$ cat config.mk
export PLATFORM = sky130hd
export DESIGN_NAME = sorted_list_engine
export DESIGN_NICKNAME = d
export VERILOG_FILES = /design/src/rtl/core/slist_pkg.sv /design/src/rtl/core/sorted_list_engine.sv /design/src/rtl/core/slist_ram.sv /design/src/rtl/core/slist_ctrl.sv
export SDC_FILE = /design/constraint.sdc
export NUM_CORES = 2
export LEC_CHECK = 0
export ABC_CLOCK_PERIOD_IN_PS = 19300
export BUFFER_PORTS_ARGS = -buffer_cell sky130_fd_sc_hd__buf_2
export CAP_MARGIN = 10
export CORE_MARGIN = 5
export CORE_UTILIZATION = 45
export CTS_CLUSTER_DIAMETER = 50
export CTS_CLUSTER_SIZE = 14
export DETAILED_ROUTE_END_ITERATION = 10
export GPL_ROUTABILITY_DRIVEN = 1
export SYNTH_ARGS = -nofsm -noshare
export SYNTH_HDL_FRONTEND = slang
export SYNTH_HIERARCHICAL = 1
export SYNTH_SLANG_ARGS = --single-unit
$ cat constraint.sdc
create_clock -name clk_i -period 19.3 [get_ports clk_i]
set_input_delay 2.895 -clock clk_i [delete_from_list [all_inputs] [get_ports clk_i]]
set_output_delay 2.895 -clock clk_i [all_outputs]
set_load 0.05 [all_outputs]
$ cat src/rtl/core/slist_pkg.sv
// ----------------------------------------------------------------------------
// slist_pkg
// Shared types and constants of the sorted list engine: default sizes,
// command and status codes, and the input and result word layouts.
// ----------------------------------------------------------------------------
package slist_pkg;

  // Default sizes handed to the top level parameters
  localparam int unsigned CAPACITY_DEF   = 64;
  localparam int unsigned VALUE_BITS_DEF = 32;

  // Fixed widths of the word fields
  localparam int unsigned CMD_W   = 4;
  localparam int unsigned VALUE_W = 32;
  localparam int unsigned POS_W   = 7;
  localparam int unsigned IDX_W   = 7;

  // Command codes
  typedef enum logic [CMD_W-1:0] {
    CMD_APPEND         = 4'd0,
    CMD_APPEND_NO_LAST = 4'd1,
    CMD_SORTED_INSERT  = 4'd2,
    CMD_INSERT_ABSENT  = 4'd3,
    CMD_SEARCH         = 4'd4,
    CMD_INSERT_AT      = 4'd5,
    CMD_REMOVE_AT      = 4'd6,
    CMD_CLEAR          = 4'd7,
    CMD_READ_AT        = 4'd8
  } slist_cmd_e;

  // Result status codes
  typedef enum logic [1:0] {
    STAT_DONE = 2'd0,
    STAT_FULL = 2'd1,
    STAT_RANGE = 2'd2,
    STAT_DUP  = 2'd3
  } slist_status_e;

  // Input word
  typedef struct packed {
    logic [CMD_W-1:0]          command;
    logic signed [VALUE_W-1:0] value;
    logic [POS_W-1:0]          position;
  } slist_in_t;

  // Result word
  typedef struct packed {
    logic                      found;
    logic [IDX_W-1:0]          index;
    logic signed [VALUE_W-1:0] element_value;
    logic [IDX_W-1:0]          element_count;
    slist_status_e             status;
  } slist_out_t;

endpackage

$ cat src/rtl/core/sorted_list_engine.sv
// ----------------------------------------------------------------------------
// sorted_list_engine
// Bounded list of signed integers with append, sorted and positional insert,
// binary search, removal, clear and indexed read.
// ----------------------------------------------------------------------------
// Usage:
//   Input channel (in_valid_i / in_stall_o / in_word_i) takes one command
//   word; the block stalls the input until that command is finished and its
//   result has moved into the output register. Output channel (out_valid_o /
//   out_stall_i / out_word_o) delivers exactly one result word per command.
//   Steps from acceptance to result valid:
//     append, clear, bad position, full list : decided on acceptance
//     read_at, append_if_not_last            : one memory read (none if empty)
//     search                                 : ends then bisection; none if empty
//     inserts                                : upward shift (+ search)
//     remove_at                              : downward shift
//   One list memory port pair (one read, one write per cycle) serves
//   these steps: a shift moves one entry per cycle, a search probe is one read.
//   Reset empties the list; the memory contents are not cleared. While the
//   receiver stalls, the result word holds and the next command is accepted
//   as soon as the sequencer is free; it finishes once the word is taken.
// ----------------------------------------------------------------------------
module sorted_list_engine
  import slist_pkg::*;
#(
  parameter int unsigned CAPACITY   = CAPACITY_DEF,
  parameter int unsigned VALUE_BITS = VALUE_BITS_DEF
) (
  input  logic       clk_i,
  input  logic       rst_ni,
  input  logic       in_valid_i,
  output logic       in_stall_o,
  input  slist_in_t  in_word_i,
  output logic       out_valid_o,
  input  logic       out_stall_i,
  output slist_out_t out_word_o
);

  logic       res_valid, res_ready, load;
  slist_out_t res;
  logic       out_valid_q, out_valid_d;
  slist_out_t out_q;

  slist_ctrl #(
    .CAPACITY   (CAPACITY),
    .VALUE_BITS (VALUE_BITS)
  ) u_ctrl (
    .clk_i       (clk_i),
    .rst_ni      (rst_ni),
    .in_valid_i  (in_valid_i),
    .in_stall_o  (in_stall_o),
    .in_word_i   (in_word_i),
    .res_valid_o (res_valid),
    .res_ready_i (res_ready),
    .res_o       (res)
  );

  // Take a new result when the register is empty or drains this cycle
  assign res_ready = !out_valid_q || !out_stall_i;
  assign load      = res_valid && res_ready;

  always_comb begin
    out_valid_d = out_valid_q;
    if (load) begin
      out_valid_d = 1'b1;
    end else if (!out_stall_i) begin
      out_valid_d = 1'b0;
    end
  end

  always_ff @(posedge clk_i or negedge rst_ni) begin
    if (!rst_ni) begin
      out_valid_q <= 1'b0;
    end else begin
      out_valid_q <= out_valid_d;
    end
  end

  // Hold the result word until taken
  always_ff @(posedge clk_i) begin
    if (load) begin
      out_q <= res;
    end
  end

  assign out_valid_o = out_valid_q;
  assign out_word_o  = out_q;

endmodule

$ cat src/rtl/core/slist_ram.sv
// ----------------------------------------------------------------------------
// slist_ram
// Generic simple dual port RAM: one write port, one read port with the
// read data registered.
// ----------------------------------------------------------------------------
module slist_ram #(
  parameter int unsigned WIDTH = 32,
  parameter int unsigned DEPTH = 64
) (
  input  logic                     clk_i,
  input  logic                     we_i,
  input  logic [$clog2(DEPTH)-1:0] waddr_i,
  input  logic [WIDTH-1:0]         wdata_i,
  input  logic                     re_i,
  input  logic [$clog2(DEPTH)-1:0] raddr_i,
  output logic [WIDTH-1:0]         rdata_o
);

  logic [WIDTH-1:0] mem_q [DEPTH];
  logic [WIDTH-1:0] rdata_q;

  // Write port
  always_ff @(posedge clk_i) begin
    if (we_i) begin
      mem_q[waddr_i] <= wdata_i;
    end
  end

  // Registered read port, hold the last data when idle
  always_ff @(posedge clk_i) begin
    if (re_i) begin
      rdata_q <= mem_q[raddr_i];
    end
  end

  assign rdata_o = rdata_q;

endmodule

$ cat src/rtl/core/slist_ctrl.sv
// ----------------------------------------------------------------------------
// slist_ctrl
// Command sequencer of the sorted list engine. Owns the list memory and the
// entry count, runs the binary search, the upward shift for inserts and the
// downward shift for removals one memory access per cycle.
// ----------------------------------------------------------------------------
module slist_ctrl
  import slist_pkg::*;
#(
  parameter int unsigned CAPACITY   = CAPACITY_DEF,
  parameter int unsigned VALUE_BITS = VALUE_BITS_DEF
) (
  input  logic       clk_i,
  input  logic       rst_ni,
  input  logic       in_valid_i,
  output logic       in_stall_o,
  input  slist_in_t  in_word_i,
  output logic       res_valid_o,
  input  logic       res_ready_i,
  output slist_out_t res_o
);

  localparam int unsigned ADDR_W = $clog2(CAPACITY);
  localparam int unsigned CNT_W  = $clog2(CAPACITY + 1);
  localparam int unsigned CMP_W  = (CNT_W > POS_W) ? CNT_W : POS_W;

  // Sequencer states
  localparam logic [2:0] ST_IDLE     = 3'd0;
  localparam logic [2:0] ST_LAST     = 3'd1;
  localparam logic [2:0] ST_OPEN     = 3'd2;
  localparam logic [2:0] ST_SHIFT_UP = 3'd3;
  localparam logic [2:0] ST_PUT      = 3'd4;
  localparam logic [2:0] ST_SHIFT_DN = 3'd5;
  localparam logic [2:0] ST_SEARCH   = 3'd6;
  localparam logic [2:0] ST_RESP     = 3'd7;

  // Search phases
  localparam logic [1:0] PH_LO  = 2'd0;
  localparam logic [1:0] PH_HI  = 2'd1;
  localparam logic [1:0] PH_MID = 2'd2;
  localparam logic [1:0] PH_RD  = 2'd3;

  logic [2:0]             state_q, state_d;
  logic [1:0]             phase_q, phase_d;
  logic [CMD_W-1:0]       cmd_q, cmd_d;
  logic [VALUE_BITS-1:0]  x_q, x_d;
  logic [CNT_W-1:0]       count_q, count_d;
  logic [CNT_W-1:0]       wr_ptr_q, wr_ptr_d;
  logic [CNT_W-1:0]       lim_q, lim_d;
  logic [ADDR_W-1:0]      lo_q, lo_d, hi_q, hi_d, mid_q, mid_d;
  slist_out_t             res_q, res_d;

  logic                   mem_we, mem_re;
  logic [ADDR_W-1:0]      mem_waddr, mem_raddr;
  logic [VALUE_BITS-1:0]  mem_wdata, mem_rdata;

  logic [VALUE_BITS-1:0]  x_in;
  logic                   full;
  logic [CMP_W-1:0]       pos_c, count_c;
  logic [CNT_W-1:0]       count_m1, wr_m1;
  logic                   x_lt, x_eq, x_gt, cont;
  logic                   s_hit, s_miss;
  logic [CNT_W-1:0]       s_addr;
  logic [ADDR_W-1:0]      n_lo, n_hi;
  logic [ADDR_W:0]        mid_sum, lo_p1;

  slist_ram #(
    .WIDTH (VALUE_BITS),
    .DEPTH (CAPACITY)
  ) u_ram (
    .clk_i   (clk_i),
    .we_i    (mem_we),
    .waddr_i (mem_waddr),
    .wdata_i (mem_wdata),
    .re_i    (mem_re),
    .raddr_i (mem_raddr),
    .rdata_o (mem_rdata)
  );

  // Fit the incoming value to the stored width
  assign x_in     = VALUE_BITS'(in_word_i.value);
  assign full     = (count_q == CNT_W'(CAPACITY));
  assign pos_c    = CMP_W'(in_word_i.position);
  assign count_c  = CMP_W'(count_q);
  assign count_m1 = count_q - 1'b1;
  assign wr_m1    = wr_ptr_q - 1'b1;

  // Compare the memory word against the held value
  assign x_lt = $signed(x_q) < $signed(mem_rdata);
  assign x_eq = (x_q == mem_rdata);
  assign x_gt = $signed(x_q) > $signed(mem_rdata);

  // Sorted insert moves entries above the value, other inserts move all
  assign cont = (cmd_q == CMD_SORTED_INSERT) ? x_lt : 1'b1;

  // Next bisection bounds
  assign n_lo    = (!x_eq && !x_lt) ? mid_q : lo_q;
  assign n_hi    = x_lt ? mid_q : hi_q;
  assign mid_sum = ({1'b0, n_lo} + {1'b0, n_hi}) >> 1;
  assign lo_p1   = {1'b0, n_lo} + 1'b1;

  // Search outcome of this probe
  always_comb begin
    s_hit  = 1'b0;
    s_miss = 1'b0;
    s_addr = '0;
    case (phase_q)
      PH_LO: begin
        if (x_lt) begin
          s_miss = 1'b1;
        end else if (x_eq) begin
          s_hit = 1'b1;
        end
      end
      PH_HI: begin
        if (x_gt) begin
          s_miss = 1'b1;
          s_addr = count_q;
        end else if (x_eq) begin
          s_hit  = 1'b1;
          s_addr = count_m1;
        end else if (count_m1 <= CNT_W'(1)) begin
          s_miss = 1'b1;
          s_addr = count_m1;
        end
      end
      PH_MID: begin
        if (x_eq) begin
          s_hit  = 1'b1;
          s_addr = CNT_W'(mid_q);
        end else if (!(lo_p1 < {1'b0, n_hi})) begin
          s_miss = 1'b1;
          s_addr = CNT_W'(n_hi);
        end
      end
      default: begin
      end
    endcase
  end

  // Sequencer
  always_comb begin
    state_d   = state_q;
    phase_d   = phase_q;
    cmd_d     = cmd_q;
    x_d       = x_q;
    count_d   = count_q;
    wr_ptr_d  = wr_ptr_q;
    lim_d     = lim_q;
    lo_d      = lo_q;
    hi_d      = hi_q;
    mid_d     = mid_q;
    res_d     = res_q;
    mem_we    = 1'b0;
    mem_waddr = wr_ptr_q[ADDR_W-1:0];
    mem_wdata = x_q;
    mem_re    = 1'b0;
    mem_raddr = wr_m1[ADDR_W-1:0];

    case (state_q)
      ST_IDLE: begin
        if (in_valid_i) begin
          cmd_d    = in_word_i.command;
          x_d      = x_in;
          res_d    = '0;
          wr_ptr_d = count_q;
          state_d  = ST_RESP;
          case (in_word_i.command)
            CMD_APPEND: begin
              if (full) begin
                res_d.status = STAT_FULL;
              end else begin
                mem_we      = 1'b1;
                mem_waddr   = count_q[ADDR_W-1:0];
                mem_wdata   = x_in;
                count_d     = count_q + 1'b1;
                res_d.index = IDX_W'(count_q);
              end
            end
            CMD_APPEND_NO_LAST: begin
              if (count_q == '0) begin
                mem_we    = 1'b1;
                mem_waddr = '0;
                mem_wdata = x_in;
                count_d   = count_q + 1'b1;
              end else begin
                mem_re    = 1'b1;
                mem_raddr = count_m1[ADDR_W-1:0];
                state_d   = ST_LAST;
              end
            end
            CMD_SORTED_INSERT: begin
              if (full) begin
                res_d.status = STAT_FULL;
              end else begin
                lim_d   = '0;
                state_d = ST_OPEN;
              end
            end
            CMD_INSERT_ABSENT, CMD_SEARCH: begin
              if (count_q == '0) begin
                if (in_word_i.command == CMD_INSERT_ABSENT) begin
                  lim_d   = '0;
                  state_d = ST_OPEN;
                end
              end else begin
                mem_re    = 1'b1;
                mem_raddr = '0;
                phase_d   = PH_LO;
                state_d   = ST_SEARCH;
              end
            end
            CMD_INSERT_AT: begin
              if (pos_c > count_c) begin
                res_d.status = STAT_RANGE;
              end else if (full) begin
                res_d.status = STAT_FULL;
              end else begin
                lim_d   = CNT_W'(in_word_i.position);
                state_d = ST_OPEN;
              end
            end
            CMD_REMOVE_AT: begin
              if (pos_c >= count_c) begin
                res_d.status = STAT_RANGE;
              end else begin
                res_d.index = IDX_W'(in_word_i.position);
                if (pos_c + 1'b1 < count_c) begin
                  wr_ptr_d  = CNT_W'(in_word_i.position) + 1'b1;
                  mem_re    = 1'b1;
                  mem_raddr = ADDR_W'(wr_ptr_d);
                  state_d   = ST_SHIFT_DN;
                end else begin
                  count_d = count_m1;
                end
              end
            end
            CMD_CLEAR: begin
              count_d = '0;
            end
            CMD_READ_AT: begin
              if (pos_c >= count_c) begin
                res_d.status = STAT_RANGE;
              end else begin
                res_d.index = IDX_W'(in_word_i.position);
                mem_re      = 1'b1;
                mem_raddr   = ADDR_W'(in_word_i.position);
                phase_d     = PH_RD;
                state_d     = ST_SEARCH;
              end
            end
            default: begin
            end
          endcase
        end
      end

      // Compare against the last entry, append when it differs and the list is not full
      ST_LAST: begin
        state_d = ST_RESP;
        if (x_eq) begin
          res_d.status = STAT_DUP;
          res_d.index  = IDX_W'(count_m1);
        end else if (full) begin
          res_d.status = STAT_FULL;
        end else begin
          mem_we      = 1'b1;
          mem_waddr   = count_q[ADDR_W-1:0];
          count_d     = count_q + 1'b1;
          res_d.index = IDX_W'(count_q);
        end
      end

      // Start the upward shift, or drop the value straight in
      ST_OPEN: begin
        if (wr_ptr_q == lim_q) begin
          mem_we      = 1'b1;
          count_d     = count_q + 1'b1;
          res_d.index = IDX_W'(wr_ptr_q);
          state_d     = ST_RESP;
        end else begin
          mem_re  = 1'b1;
          state_d = ST_SHIFT_UP;
        end
      end

      // Move one entry up per cycle, prefetch the next one below; place the value where the shift stops early
      ST_SHIFT_UP: begin
        mem_we = 1'b1;
        if (cont) begin
          mem_wdata = mem_rdata;
          wr_ptr_d  = wr_m1;
          if (wr_m1 == lim_q) begin
            state_d = ST_PUT;
          end else begin
            mem_re    = 1'b1;
            mem_raddr = ADDR_W'(wr_ptr_q - CNT_W'(2));
          end
        end else begin
          count_d     = count_q + 1'b1;
          res_d.index = IDX_W'(wr_ptr_q);
          state_d     = ST_RESP;
        end
      end

      // Write the new value into the opened slot
      ST_PUT: begin
        mem_we      = 1'b1;
        count_d     = count_q + 1'b1;
        res_d.index = IDX_W'(wr_ptr_q);
        state_d     = ST_RESP;
      end

      // Move one entry down per cycle, prefetch the next one above
      ST_SHIFT_DN: begin
        mem_we    = 1'b1;
        mem_waddr = wr_m1[ADDR_W-1:0];
        mem_wdata = mem_rdata;
        if (wr_ptr_q + 1'b1 < count_q) begin
          wr_ptr_d  = wr_ptr_q + 1'b1;
          mem_re    = 1'b1;
          mem_raddr = ADDR_W'(wr_ptr_d);
        end else begin
          count_d = count_m1;
          state_d = ST_RESP;
        end
      end

      // Binary search probes, and the read of read_at
      ST_SEARCH: begin
        if (phase_q == PH_RD) begin
          res_d.element_value = VALUE_W'($signed(mem_rdata));
          state_d             = ST_RESP;
        end else if (s_hit) begin
          res_d.found  = 1'b1;
          res_d.index  = IDX_W'(s_addr);
          res_d.status = (cmd_q == CMD_INSERT_ABSENT) ? STAT_DUP : STAT_DONE;
          state_d      = ST_RESP;
        end else if (s_miss) begin
          state_d = ST_RESP;
          if (cmd_q == CMD_SEARCH) begin
            res_d.index = IDX_W'(s_addr);
          end else if (full) begin
            res_d.status = STAT_FULL;
          end else begin
            lim_d    = s_addr;
            wr_ptr_d = count_q;
            state_d  = ST_OPEN;
          end
        end else begin
          mem_re = 1'b1;
          if (phase_q == PH_LO) begin
            mem_raddr = count_m1[ADDR_W-1:0];
            phase_d   = PH_HI;
          end else if (phase_q == PH_HI) begin
            lo_d      = '0;
            hi_d      = count_m1[ADDR_W-1:0];
            mid_d     = ADDR_W'(count_m1 >> 1);
            mem_raddr = mid_d;
            phase_d   = PH_MID;
          end else begin
            lo_d      = n_lo;
            hi_d      = n_hi;
            mid_d     = mid_sum[ADDR_W-1:0];
            mem_raddr = mid_d;
          end
        end
      end

      // Hand the result word over
      ST_RESP: begin
        if (res_ready_i) begin
          state_d = ST_IDLE;
        end
      end

      default: begin
        state_d = ST_IDLE;
      end
    endcase
  end

  // Control state
  always_ff @(posedge clk_i or negedge rst_ni) begin
    if (!rst_ni) begin
      state_q <= ST_IDLE;
      count_q <= '0;
    end else begin
      state_q <= state_d;
      count_q <= count_d;
    end
  end

  // Working registers
  always_ff @(posedge clk_i) begin
    phase_q  <= phase_d;
    cmd_q    <= cmd_d;
    x_q      <= x_d;
    wr_ptr_q <= wr_ptr_d;
    lim_q    <= lim_d;
    lo_q     <= lo_d;
    hi_q     <= hi_d;
    mid_q    <= mid_d;
    res_q    <= res_d;
  end

  assign in_stall_o  = (state_q != ST_IDLE);
  assign res_valid_o = (state_q == ST_RESP);

  // Report the count held after the command
  always_comb begin
    res_o               = res_q;
    res_o.element_count = IDX_W'(count_q);
  end

endmodule

== Yosys cells after proc, flatten, opt, wreduce, memory -nomap -nowiden ==
Memory sizes are Yosys's and may differ from the RTL's. A register that Yosys moved wholly into a read port is not among the register bits.
Cells that the tools add are included.

* Register bits: 172
* Memory bits (writable): 2048
* Input port bits: 47
* Word-level logic and storage cells: 305
* Memories kept: 1

{| class="wikitable"
|+ Memories
! memory !! depth !! bits a word !! read ports !! clocked after Yosys merged registers in !! wr ports !! line !! source
|-
| u_ctrl.u_ram.mem_q || 64 || 32 || 1 || 1 || 1 || slist_ram.sv:19 || <nowiki>logic [WIDTH-1:0] mem_q [DEPTH];</nowiki>
|}

* $add $sub $neg: 8
* Magnitude comparators: 8
* Equal/unequal tests: 62
* Multiplexer cells: 168
* Bitwise gates (word level): 4
* Reductions and logical operators: 34

{| class="wikitable"
|+ Operators by type and width
! cell !! number
|-
| two-way mux 7 bit || 43
|-
| two-way mux 32 bit || 5
|-
| two-way mux 6 bit || 22
|-
| one-hot mux 32 bit (2 select lines) || 2
|-
| one-hot mux 32 bit (3 select lines) || 1
|-
| one-hot mux 7 bit (6 select lines) || 2
|-
| one-hot mux 7 bit (4 select lines) || 2
|-
| two-way mux 49 bit || 1
|-
| two-way mux 3 bit || 16
|-
| one-hot mux 6 bit (4 select lines) || 2
|-
| one-hot mux 7 bit (2 select lines) || 3
|-
| two-way mux 2 bit || 18
|-
| two-way mux 1 bit || 34
|-
| == test 32 bit || 1
|-
| greater-than comparator 32 bit || 1
|-
| less-than comparator 32 bit || 1
|-
| != test 3 bit, second input constant || 10
|-
| adder 7 x 1 -> 7 bit, second input constant || 3
|-
| one-hot mux 3 bit (7 select lines) || 1
|-
| one-hot mux 7 bit (3 select lines) || 1
|-
| == test 4 x 3 -> 1 bit, second input constant || 5
|-
| != test 2 bit, second input constant || 9
|-
| one-hot mux 3 bit (6 select lines) || 1
|-
| one-hot mux 6 bit (3 select lines) || 1
|-
| 55 further kinds || 99
|}

== Depth between registers and ports, before layout ==
* Depth in word-level cells: 15
* Gate-level depth with buffers: 36
* Mapped depth without buffers: 27

== Hierarchy ==
The synthesis kept the hierarchy.

{| class="wikitable"
|+ By module, submodules not included
! module !! times used !! cells an instance !! area each (um^2) !! sequential area each (um^2)
|-
| slist_ram || 1 || 3511 || 79359.9 || 62459.9
|-
| slist_ctrl || 1 || 1240 || 10556.4 || 3613.5
|-
| sorted_list_engine || 1 || 53 || 1519.0 || 1496.4
|}

== Worst setup path after synthesis ==
No wires, ideal clock.

* Path type: in2reg
* Start: input in_word_i[39] (netlist name)
* End: memory u_ctrl.u_ram.mem_q[28][0] (enable)
* Data arrival time: 7.059 ns
* Data required time: 18.879 ns
* Path slack: 11.820 ns
* Cell stages on the path: 12
* Cells stage by stage: clkbuf_1 > nor4_1 > nand2_1 > a41oi_1 > a31oi_1 > nand2_1 > a221o_1 > clkbuf_1 > or3b_2 > or2_2 > clkbuf_1 > nor2_1

{| class="wikitable"
|+ RTL lines
! element !! line !! source
|-
| start, declared || sorted_list_engine.sv:33 || <nowiki>input slist_in_t in_word_i,</nowiki>
|-
| == test 4 x 1 -> 1 bit or zero test 4 bit (tied branches) || slist_ctrl.sv:168 || <nowiki>case (in_word_i.command)</nowiki>
|-
| one-hot mux 6 bit (2 select lines) (*) || slist_ctrl.sv:168 ||
|-
| two-way mux 6 bit (*) || slist_ctrl.sv:162 || <nowiki>if (in_valid_i) begin</nowiki>
|-
| one-hot mux 6 bit (3 select lines) (*) || slist_ctrl.sv:160 || <nowiki>case (state_q)</nowiki>
|-
| via u_ctrl.mem_waddr[2] || slist_ctrl.sv:54 || <nowiki>logic [ADDR_W-1:0] mem_waddr, mem_raddr;</nowiki>
|-
| end, declared || slist_ram.sv:19 ||
|}

The timed path passes the listed nets; every way through them passes the cells marked *.

== Worst setup path in the final report ==
* Start: input in_word_i[1] (netlist name)
* End: register u_ctrl.u_ram.rdata_q[24] (netlist: u_ctrl/u_ram/rdata_o[24]) (read register of u_ctrl.u_ram.mem_q), data pin

* Longest elaborated chain between the ends: 7

{| class="wikitable"
|+ RTL lines
! element !! line !! source
|-
| adder 7 x 1 -> 7 bit || slist_ctrl.sv:228, slist_ctrl.sv:229 ||
|-
| less-than comparator 7 bit || slist_ctrl.sv:228 || <nowiki>if (pos_c + 1'b1 < count_c) begin</nowiki>
|-
| two-way mux 6 bit || slist_ctrl.sv:228 ||
|-
| two-way mux 6 bit || slist_ctrl.sv:224 || <nowiki>if (pos_c >= count_c) begin</nowiki>
|-
| one-hot mux 6 bit (4 select lines) (*) || slist_ctrl.sv:168 ||
|-
| two-way mux 6 bit (*) || slist_ctrl.sv:162 ||
|-
| one-hot mux 6 bit (4 select lines) (*) || slist_ctrl.sv:160 ||
|-
| via u_ctrl.mem_raddr[2] || slist_ctrl.sv:54 ||
|-
| end, declared || slist_ram.sv:20 || <nowiki>logic [WIDTH-1:0] rdata_q;</nowiki>
|}

Marked as above.
A chain may end at the register's enable or synchronous reset.

==> run metrics <==
flop2flop setup slack 8.94 ns; Synth area leader edfxtp_1; first-pass GRT wire length 368 mm; synth warn 6; placed instance count 7464; Final Instance Count excl. Fillers ~7800; outcome finished clean; critical path launch point in_word_i[1]; unrepaired setup endpoints after global routing no; Layout area overhead 11.3%; Max-Cap Viols 0; Starting Density 0.452; layout cells sized above 1 0.224; Via Count 49700; global route hottest layer met2; Hold Path Class flop to flop; clock sink total 2252; DRC viols 0; total die area 212000 um2; Post-synth EDFFs approximately 2200; Reg2Reg Depth 27; Mapped Cells 4804; dominant cells by area after synthesis edfxtp_1 74%, mux4_2 11%, mux2i_1 2.2%; total CTS buffers 202; detailed placer's ending HPWL 152 mm; worst-margin pin slew 1.34 ns; CTS tree yes; min cycle time layout 10.38 ns; CP Cell Sequence buf_2 > ha_1 > nand3_1 > xnor2_1 > ha_1 > a2111oi_0 > a32oi_1 > nor4_1 > and2_1 > a21oi_1 > o221ai_1 > nand2_1 > nor3b_1 > a21o_1 > a32oi_4 > buf_4 > buf_4 > nor2b_4 > buf_4 > a22oi_1 > nand3_1 > nand2_1 > a21oi_1; largest net degree at the start of global routing 132; post-route ant nets 0; cell family with most CP delay compound AO/OA/AOI/OAI gates; Synth top area share 0.736; Slew headroom 0.0988; WL/cell 33.6 um; IO Count 98; Placer Congestion 0.936; Worst setup endpoint u_ctrl/u_ram/rdata_o[24]; hold violation count in the final report 0; Startpoint Class input port; site row count 165; Pins Over Slew Limit 0; fin util 0.503; setup_tns 0 ns; critical path depth in cells 23; Fillers 16200; initial antenna violation count 11; Clock transition at path regs 0.06 ns; Synth Register Bits 2252; WP data arrival 11.00 ns; Critical-path top delay cell a32oi_4; Main synth FF type edfxtp_1; post-route clock period utilization 0.538; Post-synth ARST share 0.00488; 1st-pass router iterations 9; Setup violations, final 0; drt via density 6.39; post-cts resize count 0; Synth Cell Area slightly above 90000 um2; met1 usage 0.351; Final #Nets 5120; total gr overflow 0; initial DRC count 6915; root buffer cell clkbuf_16; Worst path most repeated cell buf_4; die outline height 461 um; Synth Area per Inst roughly 19 um2; Setup Skew 0.0380 ns; top cells by count, synth 2241 x edfxtp_1, 446 x mux4_2, 210 x nor2_1; Die Width 461 um; hold_buf cts 0; most common cell in the synthesized netlist edfxtp_1; detailed-route wire length about 260 mm; Worst Path Buf+Inv 4; htree depth 4; worst stage delay on the critical path around 0.84 ns; GRT Total Usage 0.244; syn nets 4926; worst-path maximum fanout 38; core area between 200000 and 250000 um2; type of the worst setup path input port to flop; FMAX approximately 96 MHz; Critical Path RT 19.92 ns; met3 Use GR 0.0454; vias in the first global route 48400; part of the Yosys area used for sequential elements 0.739; grt met2 use 0.384; Yosys cell types between 100 and 150; Clock Latency Late Sink 0.86 ns; launching point of the worst reg2reg path u_ctrl/u_ram/rdata_o[27]; FF-to-FF End u_ctrl/u_ram/rdata_o[15]; input/output buffers 97; setup bufs post-CTS 0; Crit. End Element flop; clk buf depth 3
per-layer routing:
layer	vias up	part of all wire
li1	20200	-
met1	26500	0.41
met2	2627	0.47
met3	413	0.093
met4	4	0.030
met5	-	0.000084
cell usage in the layout (no fill, tap or decap), drive strengths merged, types with 13 or more instances in the layout:
master	instances
nor2	211
nor3	29
inv	124
nand2b	15
mux4	446
nor2b	29
a222oi	37
buf	266
o211ai	28
a211oi	36
clkinv	46
mux2i	202
clkbuf	223
and3	19
ha	75
or2	13
nand4	17
o221ai	22
nand2	152
a31oi	36
a21oi	118
a22oi	140
a311o	13
edfxtp	2241
and2	18
xnor2	42
a22o	14
o22ai	55
nand3	87
o21ai	127
layout make-up:
type | count | area [um2] | share of cell area
Sequential cell | 2252 | 67600 | 0.664
Tap cell | 2672 | 3340 | 0.0329
Timing Repair Buffer | 267 | 1850 | 0.0182
Clock buffer | 222 | 5190 | 0.0510
Inverter | 110 | 413 | 0.00406
Multi-Input combinational cell | 2165 | 22500 | 0.221
Clock inverter | 80 | 893 | 0.00878
Antenna cell | 10 | 25.0 | 0.000246
worst min path at each step:
stage	to	cells after the start	slack, ns	start
3_3_place_gp	out_word_o[30]	0	0.40	u_ctrl/res_o[30]
5_1_grt	out_word_o[24]	0	0.43	u_ctrl/res_o[24]
3_5_place_dp	out_word_o[16]	0	0.40	u_ctrl/res_o[16]
4_1_cts	out_word_o[16]	0	0.42	u_ctrl/res_o[16]
2_1_floorplan	out_word_o[10]	0	0.40	u_ctrl/res_o[10]
6_report	out_word_o[30]	0	0.42	u_ctrl/res_o[30]
cell families (layout without fill, tap and decap cells):
family / after synthesis / in the layout / synth area share
xor+xnor: 54 / 54 / 0.00525
fa+ha+maj: 76 / 76 / 0.0104
buf+inv: 387 / 679 / 0.0218
flops: 2252 / 2252 / 0.739
simple gates: 638 / 638 / 0.0336
other cells: 0 / 10 / 0
compound gates: 742 / 742 / 0.0571
mux: 655 / 655 / 0.133
stage by stage:
| stage | hold slack [ns] | area, um2 | setup slack, ns |
|---|---|---|---|
| finish | 0.418 | 102000 | 8.92 |
| global route | 0.427 | 102000 | 8.38 |
| detailed placement | 0.405 | 95600 | 8.29 |
| global placement | 0.401 | 95600 | 8.34 |
| floorplan | 0.400 | 91400 | 11.82 |
| CTS | 0.419 | 102000 | 8.97 |
flip-flops by register name, indices dropped and copies added, names as in the netlist:
| signal | cells |
|---|---|
| u_ctrl/res_o | 42 |
| u_ctrl/lo_q | 6 |
| u_ctrl/count_c | 7 |
| u_ctrl/x_q | 32 |
| u_ctrl/cmd_q | 4 |
| u_ctrl/hi_q | 6 |
| u_ctrl/u_ram/mem_q | 2048 |
| out_valid_o | 1 |
| u_ctrl/state_q | 3 |
| u_ctrl/mid_q | 6 |
| u_ctrl/wr_ptr_q | 7 |
| u_ctrl/lim_q | 7 |
| u_ctrl/u_ram/rdata_o | 32 |
| out_word_o | 49 |
| u_ctrl/phase_q | 2 |
Power is not shown: default switching activity piles up to over one toggle a cycle in this logic, so the estimate is an artifact.
